### config.mk
export PLATFORM = sky130hd
export DESIGN_NAME = scaled_multiply_divide_unit
export DESIGN_NICKNAME = d
export VERILOG_FILES = /design/src/hw/rtl/smd_pkg.sv /design/src/hw/rtl/smd_mul.sv /design/src/hw/rtl/smd_scan.sv /design/src/hw/rtl/smd_div.sv /design/src/hw/rtl/scaled_multiply_divide_unit.sv
export SDC_FILE = /design/constraint.sdc
export NUM_CORES = 2
export LEC_CHECK = 0
export BUFFER_PORTS_ARGS = -buffer_cell sky130_fd_sc_hd__buf_2
export CORE_MARGIN = 2
export CORE_UTILIZATION = 55
export DETAILED_ROUTE_END_ITERATION = 6
export PLACE_DENSITY = 0.7
export SLEW_MARGIN = 20
export SYNTH_ARGS = -nofsm -noshare
export SYNTH_HDL_FRONTEND = slang
export SYNTH_SLANG_ARGS = --single-unit
### constraint.sdc
create_clock -name clk -period 10.7 [get_ports clk]
set_input_delay 0.535 -clock clk [delete_from_list [all_inputs] [get_ports clk]]
set_output_delay 0.535 -clock clk [all_outputs]
set_load 0.01 [all_outputs]
### src/hw/rtl/smd_pkg.sv
package smd_pkg;

    localparam int unsigned DW         = 32;
    localparam int unsigned SHW        = 5;
    localparam int unsigned SCAN_STEPS = 5;
    localparam int unsigned DIV_STEPS  = 32;
    localparam int unsigned DCW        = $clog2(DIV_STEPS);
    localparam int unsigned SCW        = $clog2(SCAN_STEPS);

    localparam logic [DW-1:0] SAT_MAG = 32'h7FFF_FFFF;

    typedef enum logic [2:0]
    {
        ST_IDLE,
        ST_CHECK,
        ST_SEARCH,
        ST_PREP,
        ST_DIV,
        ST_MUL2,
        ST_FIN,
        ST_DONE
    } state_t;

    typedef struct packed
    {
        logic          load;
        logic [DW:0]   op_x;
        logic [DW:0]   op_y;
    } mul_req_t;

    typedef struct packed
    {
        logic          start;
        logic [DW-1:0] dividend;
        logic [DW-1:0] divisor;
    } div_req_t;

    typedef struct packed
    {
        logic          done;
        logic [DW-1:0] quo;
    } div_rsp_t;

    typedef struct packed
    {
        logic          start;
        logic [DW-1:0] hi_mag;
        logic [DW-1:0] lo_mag;
        logic [DW-1:0] limit;
    } scan_req_t;

    typedef struct packed
    {
        logic           done;
        logic [SHW-1:0] lz;
        logic [SHW-1:0] right;
    } scan_rsp_t;

    function automatic logic [DW-1:0] mag32(logic [DW-1:0] v);
        return v[DW-1] ? (DW'(0) - v) : v;
    endfunction

    function automatic logic [DW-1:0] apply_sign(logic [DW-1:0] m, logic neg);
        return neg ? (DW'(0) - m) : m;
    endfunction

endpackage

### src/hw/rtl/smd_mul.sv
module smd_mul
(
    input  logic                       clk,
    input  smd_pkg::mul_req_t          req,
    output logic [2*smd_pkg::DW-1:0]   prod
);
    import smd_pkg::*;

    logic signed [2*DW+1:0] full;
    logic [2*DW-1:0]        prod_reg;
    logic [2*DW-1:0]        prod_next;

    assign full      = $signed(req.op_x) * $signed(req.op_y);
    assign prod_next = full[2*DW-1:0];
    assign prod      = prod_reg;

    always_ff @(posedge clk)
    begin
        if (req.load)
        begin
            prod_reg <= prod_next;
        end
    end

endmodule

### src/hw/rtl/smd_scan.sv
module smd_scan
(
    input  logic                clk,
    input  logic                rst_n,
    input  smd_pkg::scan_req_t  req,
    output smd_pkg::scan_rsp_t  rsp
);
    import smd_pkg::*;

    logic           busy_reg, busy_next;
    logic [SCW-1:0] step_reg, step_next;
    logic [DW-1:0]  x_reg, x_next;
    logic [DW-1:0]  lo_reg, lo_next;
    logic [DW-1:0]  lim_reg, lim_next;
    logic [SHW-1:0] lz_reg, lz_next;
    logic [SHW-1:0] r_reg, r_next;

    logic [SHW-1:0] k;
    logic [SHW-1:0] probe;
    logic [DW-1:0]  mask;
    logic           last;

    // step size halves each cycle: 16, 8, 4, 2, 1
    assign k     = SHW'(1 << (SCAN_STEPS - 1)) >> step_reg;
    assign probe = r_reg + k - SHW'(1);
    assign mask  = ~({DW{1'b1}} >> k);
    assign last  = (step_reg == SCW'(SCAN_STEPS - 1));

    assign rsp.done  = busy_reg && last;
    assign rsp.lz    = lz_reg;
    assign rsp.right = r_reg;

    always_comb
    begin
        busy_next = busy_reg;
        step_next = step_reg;
        x_next    = x_reg;
        lo_next   = lo_reg;
        lim_next  = lim_reg;
        lz_next   = lz_reg;
        r_next    = r_reg;
        if (req.start)
        begin
            busy_next = 1'b1;
            step_next = '0;
            x_next    = req.hi_mag;
            lo_next   = req.lo_mag;
            lim_next  = req.limit;
            lz_next   = '0;
            r_next    = '0;
        end
        else if (busy_reg)
        begin
            // normalize: drop k leading zeros when they are all clear
            if ((x_reg & mask) == '0)
            begin
                x_next  = x_reg << k;
                lz_next = lz_reg + k;
            end
            // advance past shifts that still leave the value above the limit
            if ((lo_reg >> probe) > lim_reg)
            begin
                r_next = r_reg + k;
            end
            step_next = step_reg + SCW'(1);
            if (last)
            begin
                busy_next = 1'b0;
            end
        end
    end

    always_ff @(posedge clk or negedge rst_n)
    begin
        if (!rst_n)
        begin
            busy_reg <= 1'b0;
            step_reg <= '0;
        end
        else
        begin
            busy_reg <= busy_next;
            step_reg <= step_next;
        end
    end

    always_ff @(posedge clk)
    begin
        x_reg   <= x_next;
        lo_reg  <= lo_next;
        lim_reg <= lim_next;
        lz_reg  <= lz_next;
        r_reg   <= r_next;
    end

endmodule

### src/hw/rtl/smd_div.sv
module smd_div
(
    input  logic               clk,
    input  logic               rst_n,
    input  smd_pkg::div_req_t  req,
    output smd_pkg::div_rsp_t  rsp
);
    import smd_pkg::*;

    logic           busy_reg, busy_next;
    logic [DCW-1:0] cnt_reg, cnt_next;
    logic [DW-1:0]  rem_reg, rem_next;
    logic [DW-1:0]  quo_reg, quo_next;
    logic [DW-1:0]  dsr_reg, dsr_next;

    logic [DW:0]    rem_sh;
    logic [DW+1:0]  diff;
    logic           last;

    assign rem_sh = {rem_reg, quo_reg[DW-1]};
    assign diff   = {1'b0, rem_sh} - {2'b00, dsr_reg};
    assign last   = (cnt_reg == DCW'(DIV_STEPS - 1));

    assign rsp.done = busy_reg && last;
    assign rsp.quo  = quo_reg;

    always_comb
    begin
        busy_next = busy_reg;
        cnt_next  = cnt_reg;
        rem_next  = rem_reg;
        quo_next  = quo_reg;
        dsr_next  = dsr_reg;
        if (req.start)
        begin
            busy_next = 1'b1;
            cnt_next  = '0;
            rem_next  = '0;
            quo_next  = req.dividend;
            dsr_next  = req.divisor;
        end
        else if (busy_reg)
        begin
            // restoring step: keep the difference only when no borrow
            if (!diff[DW+1])
            begin
                rem_next = diff[DW-1:0];
                quo_next = {quo_reg[DW-2:0], 1'b1};
            end
            else
            begin
                rem_next = rem_sh[DW-1:0];
                quo_next = {quo_reg[DW-2:0], 1'b0};
            end
            cnt_next = cnt_reg + DCW'(1);
            if (last)
            begin
                busy_next = 1'b0;
            end
        end
    end

    always_ff @(posedge clk or negedge rst_n)
    begin
        if (!rst_n)
        begin
            busy_reg <= 1'b0;
            cnt_reg  <= '0;
        end
        else
        begin
            busy_reg <= busy_next;
            cnt_reg  <= cnt_next;
        end
    end

    always_ff @(posedge clk)
    begin
        rem_reg <= rem_next;
        quo_reg <= quo_next;
        dsr_reg <= dsr_next;
    end

endmodule

### src/hw/rtl/scaled_multiply_divide_unit.sv
// Channel   Handshake       Payload
// ------    ------------    -----------------------------------
// item in   start / busy    factor_a, factor_b, divisor (s32)
// result    done (strobe)   quotient (s32)
//
// An item is taken when start is high and busy is low. done marks quotient for one
// cycle. A zero multiplicand or an immediate saturation goes from check to done; a
// saturating shift search runs the 5-step search and prep, the exact-product path
// the 32-step divider and finish, the scaled path search, prep, divider, a second
// multiply and finish. A new item may be taken in the cycle done is high. rst_n
// clears the sequencer asynchronously; the receiver cannot stall the result.
module scaled_multiply_divide_unit
(
    input  logic                      clk,
    input  logic                      rst_n,
    input  logic                      start,
    output logic                      busy,
    input  logic [smd_pkg::DW-1:0]    factor_a,
    input  logic [smd_pkg::DW-1:0]    factor_b,
    input  logic [smd_pkg::DW-1:0]    divisor,
    output logic                      done,
    output logic [smd_pkg::DW-1:0]    quotient
);
    import smd_pkg::*;

    state_t         state_reg, state_next;
    logic [DW-1:0]  a_reg, a_next;
    logic [DW-1:0]  b_reg, b_next;
    logic [DW-1:0]  c_reg, c_next;
    logic [DW-1:0]  hi_reg, hi_next;
    logic [DW-1:0]  lo_reg, lo_next;
    logic [SHW-1:0] shift_reg, shift_next;
    logic           neg_reg, neg_next;
    logic           fast_reg, fast_next;
    logic [DW-1:0]  res_reg, res_next;

    mul_req_t        mul_req;
    logic [2*DW-1:0] prod;
    div_req_t        div_req;
    div_rsp_t        div_rsp;
    scan_req_t       scan_req;
    scan_rsp_t       scan_rsp;

    logic [DW-1:0]  a_mag, b_mag, c_mag, hi_mag, lo_mag;
    logic           fits;
    logic           accept;
    logic [SHW-1:0] left;
    logic [DW-1:0]  q_scaled;

    smd_mul u_mul
    (
        .clk  (clk),
        .req  (mul_req),
        .prod (prod)
    );

    smd_scan u_scan
    (
        .clk   (clk),
        .rst_n (rst_n),
        .req   (scan_req),
        .rsp   (scan_rsp)
    );

    smd_div u_div
    (
        .clk   (clk),
        .rst_n (rst_n),
        .req   (div_req),
        .rsp   (div_rsp)
    );

    assign busy     = (state_reg != ST_IDLE) && (state_reg != ST_DONE);
    assign done     = (state_reg == ST_DONE);
    assign quotient = res_reg;
    assign accept   = start && !busy;

    assign a_mag  = mag32(a_reg);
    assign b_mag  = mag32(b_reg);
    assign c_mag  = mag32(c_reg);
    assign hi_mag = (a_mag > b_mag) ? a_mag : b_mag;
    assign lo_mag = (a_mag > b_mag) ? b_mag : a_mag;
    // full product fits in 32 bits when its top bits are all sign copies
    assign fits   = (&prod[2*DW-1:DW-1]) || !(|prod[2*DW-1:DW-1]);
    assign left   = scan_rsp.lz - SHW'(1);
    assign q_scaled = prod[DW-1:0] >> shift_reg;

    always_comb
    begin
        state_next = state_reg;
        a_next     = a_reg;
        b_next     = b_reg;
        c_next     = c_reg;
        hi_next    = hi_reg;
        lo_next    = lo_reg;
        shift_next = shift_reg;
        neg_next   = neg_reg;
        fast_next  = fast_reg;
        res_next   = res_reg;

        mul_req.load = 1'b0;
        mul_req.op_x = {factor_a[DW-1], factor_a};
        mul_req.op_y = {factor_b[DW-1], factor_b};

        div_req.start    = 1'b0;
        div_req.dividend = mag32(prod[DW-1:0]);
        div_req.divisor  = c_mag;

        scan_req.start  = 1'b0;
        scan_req.hi_mag = hi_mag;
        scan_req.lo_mag = lo_mag;
        scan_req.limit  = c_mag;

        case (state_reg)
            ST_IDLE, ST_DONE:
            begin
                state_next = ST_IDLE;
                if (accept)
                begin
                    a_next       = factor_a;
                    b_next       = factor_b;
                    c_next       = divisor;
                    mul_req.load = 1'b1;
                    state_next   = ST_CHECK;
                end
            end
            ST_CHECK:
            begin
                if ((a_reg == '0) || (b_reg == '0))
                begin
                    res_next   = '0;
                    state_next = ST_DONE;
                end
                else if (fits && (c_reg != '0))
                begin
                    fast_next     = 1'b1;
                    neg_next      = prod[DW-1] ^ c_reg[DW-1];
                    div_req.start = 1'b1;
                    state_next    = ST_DIV;
                end
                else
                begin
                    fast_next = 1'b0;
                    neg_next  = a_reg[DW-1] ^ b_reg[DW-1] ^ c_reg[DW-1];
                    hi_next   = hi_mag;
                    lo_next   = lo_mag;
                    if ((c_reg == '0) || hi_mag[DW-1])
                    begin
                        res_next   = apply_sign(SAT_MAG,
                                                a_reg[DW-1] ^ b_reg[DW-1] ^ c_reg[DW-1]);
                        state_next = ST_DONE;
                    end
                    else
                    begin
                        scan_req.start = 1'b1;
                        state_next     = ST_SEARCH;
                    end
                end
            end
            ST_SEARCH:
            begin
                if (scan_rsp.done)
                begin
                    state_next = ST_PREP;
                end
            end
            ST_PREP:
            begin
                if (scan_rsp.right > left)
                begin
                    res_next   = apply_sign(SAT_MAG, neg_reg);
                    state_next = ST_DONE;
                end
                else
                begin
                    shift_next       = left - scan_rsp.right;
                    div_req.start    = 1'b1;
                    div_req.dividend = hi_reg << (left - scan_rsp.right);
                    state_next       = ST_DIV;
                end
            end
            ST_DIV:
            begin
                if (div_rsp.done)
                begin
                    state_next = fast_reg ? ST_FIN : ST_MUL2;
                end
            end
            ST_MUL2:
            begin
                mul_req.load = 1'b1;
                mul_req.op_x = {1'b0, div_rsp.quo};
                mul_req.op_y = {1'b0, lo_reg};
                state_next   = ST_FIN;
            end
            ST_FIN:
            begin
                if (fast_reg)
                begin
                    // positive 2^31 only arises from -2^31 over -1: clamp
                    if (!neg_reg && div_rsp.quo[DW-1])
                    begin
                        res_next = SAT_MAG;
                    end
                    else
                    begin
                        res_next = apply_sign(div_rsp.quo, neg_reg);
                    end
                end
                else
                begin
                    res_next = apply_sign(q_scaled, neg_reg);
                end
                state_next = ST_DONE;
            end
            default:
            begin
                state_next = ST_IDLE;
            end
        endcase
    end

    always_ff @(posedge clk or negedge rst_n)
    begin
        if (!rst_n)
        begin
            state_reg <= ST_IDLE;
        end
        else
        begin
            state_reg <= state_next;
        end
    end

    always_ff @(posedge clk)
    begin
        a_reg     <= a_next;
        b_reg     <= b_next;
        c_reg     <= c_next;
        hi_reg    <= hi_next;
        lo_reg    <= lo_next;
        shift_reg <= shift_next;
        neg_reg   <= neg_next;
        fast_reg  <= fast_next;
        res_reg   <= res_next;
    end

endmodule

==> run metrics <==
outcome complete, but fails checks; violations in the final reports DRC; nets 9,196; Routed WL 248.0 mm; Reg clk slew, reported paths 0.06 ns; #FFs+latches synth 478; origin of the worst min-delay path divisor[10]; Post-Syn Area 70,770 sq um; required time worst endpoint 11.11 ns; worst-margin pin slew 1.174 ns; die area 131,600 sq um; first-pass GRT wire length 371.0 mm; Mapped Cells about 7,600; R2R setup slack 0.36 ns; highest fanout seen on the critical path 23; Worst path most repeated cell fa_1; DR DRC count 6; wire per inst 26.54 microns; GR Util met3 roughly a tenth; All-Layer GR Usage 38.33%; top-area cell type share of the netlist area 31.93%; Slew Viols, Final 0; crit path DAT 10.75 ns; Root Buffer clkbuf_16; core area 127,700 sq um; placed insts 9,237; Setup CP Type flip-flop to flip-flop; Initial Util between 50% and 60%; GR met1 Demand/Resource about half; setup ws final between 0.3 and 0.4 ns; number of flops mapped to enable cells by yosys 423; hold path endpoint c_reg[10]; Max-cap violations 0; final hold vios 0; CP delay by family, top adder cells; Post-synth top cells inv_1, fa_1, nand2_1; utilization after layout 59.52%; vias in the first global route 58,490; Yosys warning count 0; synthesis-to-layout area growth 7.386%; GP Congestion roughly 1.0; clk buf depth 3; via count 57,240; GR peak layer met2; CP max stage delay 0.95 ns; Buf/Inv on CP 8; row count 131; post-synth cell types 89; top-count cell post-synth inv_1; GRT met2 Usage about 60%; cts bufs inserted 52; R2R depth 30; Die X 362.7 microns; hpwl dp between 150 and 200 mm; largest net degree at the start of global routing 71; clk sinks 478; dominant cell type by area after synthesis fa_1; top cells by area, synth fa_1, edfxtp_1, inv_1; Avg Cell Area, Syn 9.290 sq um; share of layout cells above drive strength 1 8.965%; worst r2r src state_reg[2]; Final Non-Filler Cells slightly above 9,000; CP endpoint kind flip-flop; Setup WS pre-CTS 0.4332 ns; buffers added on ports 132; slowest CP cell mux2i_2; drt first pass iters 7; clock latency on the worst-skew pair approximately 0.69 ns; final setup fails 0; RSZ-0062 raised after global routing no; worst clock skew roughly 0.070 ns; CTS tree built; via/cell ratio 6.125; Final min period 10.34 ns; # IOs 133; Slew headroom 20.21%; CTS HTree Levels 2; hold crit path type input port to flip-flop; initial antenna violation count 22; GR Overflow Total 0; Die Y roughly 360 microns; sequential area share after synthesis between 10% and 20%; Syn Nets just over 9,000; Final period util a little over nine tenths; reg2reg end u_mul.prod[59]; Setup TNS Final 0 ns; hold path depth 1; async set-reset flop share out of synthesis 2.720%; Largest register FFs 64; Antenna Nets Post-Route 0; crit start category flip-flop; 1st-iter DRT viols 6,201; Synth Flop Type edfxtp_1; fmax 96.72 MHz
-- how the worst max path moves through the flow --
stage,from,end,slack (ns),depth (start not counted)
detailed placement,state_reg[2],u_mul.prod[59],0.43,32
CTS,state_reg[2],u_mul.prod[59],0.45,32
floorplan,state_reg[2],u_mul.prod[62],1.62,32
finish,state_reg[2],u_mul.prod[59],0.36,30
global placement,state_reg[2],u_mul.prod[59],0.46,30
global route,state_reg[2],u_mul.prod[59],0.06,30
-- logic make-up after synthesis --
family,synth area share (%)
buffers and inverters,8.947
XOR/XNOR,3.502
AND/OR/NAND/NOR,13.81
adder cells (fa/ha/maj),37.88
multiplexers,7.460
AO/OA/AOI/OAI,8.806
flip-flops,19.60
-- cell type report --
| cell class | count | area (sq um) |
|---|---|---|
| multi-input cells | 5481 | 50940 |
| inverters | 1258 | 4722 |
| diodes | 8 | 20.02 |
| fillers | 11100 | 51680 |
| flip-flops and latches | 478 | 13870 |
| well taps | 1662 | 2079 |
| repair buffers | 361 | 2482 |
| clock buffers | 58 | 1334 |
| clock inverters | 38 | 558.0 |
-- per-layer routing --
metal	wire length [microns]	up-vias
met5	100	-
li1	-	24630
met2	108800	3452
met1	93100	28390
met3	29150	744
met4	16800	16
-- through the flow --
stage	hold WS (ns)	instance area, sq um
6_report	0.05663	76000
5_1_grt	0.03180	75980
4_1_cts	0.02256	75920
3_5_place_dp	0.4665	74020
3_3_place_gp	0.4635	74010
2_1_floorplan	0.2394	70770
-- cell usage in the layout, fill, tap and decap left out, drive strengths merged, types with 68 or more instances in the layout --
cell type	n
a21o	78
o21ai	283
nor2	782
buf	360
mux2	72
ha	336
mux2i	289
fa	1129
a21oi	235
mux4	70
nand3	68
nand2	1083
xnor2	165
inv	1258
xor2	118
edfxtp	423
-- what timing repair did --
item                                    in CTS  in global routing
buffers inserted                             0                  1
hold buffers                                 1                  0
gates resized for setup                      0                  2
endpoints found under the setup margin       0                  5
hold endpoints to repair                    13                  0
Power is not shown: default switching activity piles up to over one toggle a cycle in this logic, so the estimate is an artifact.
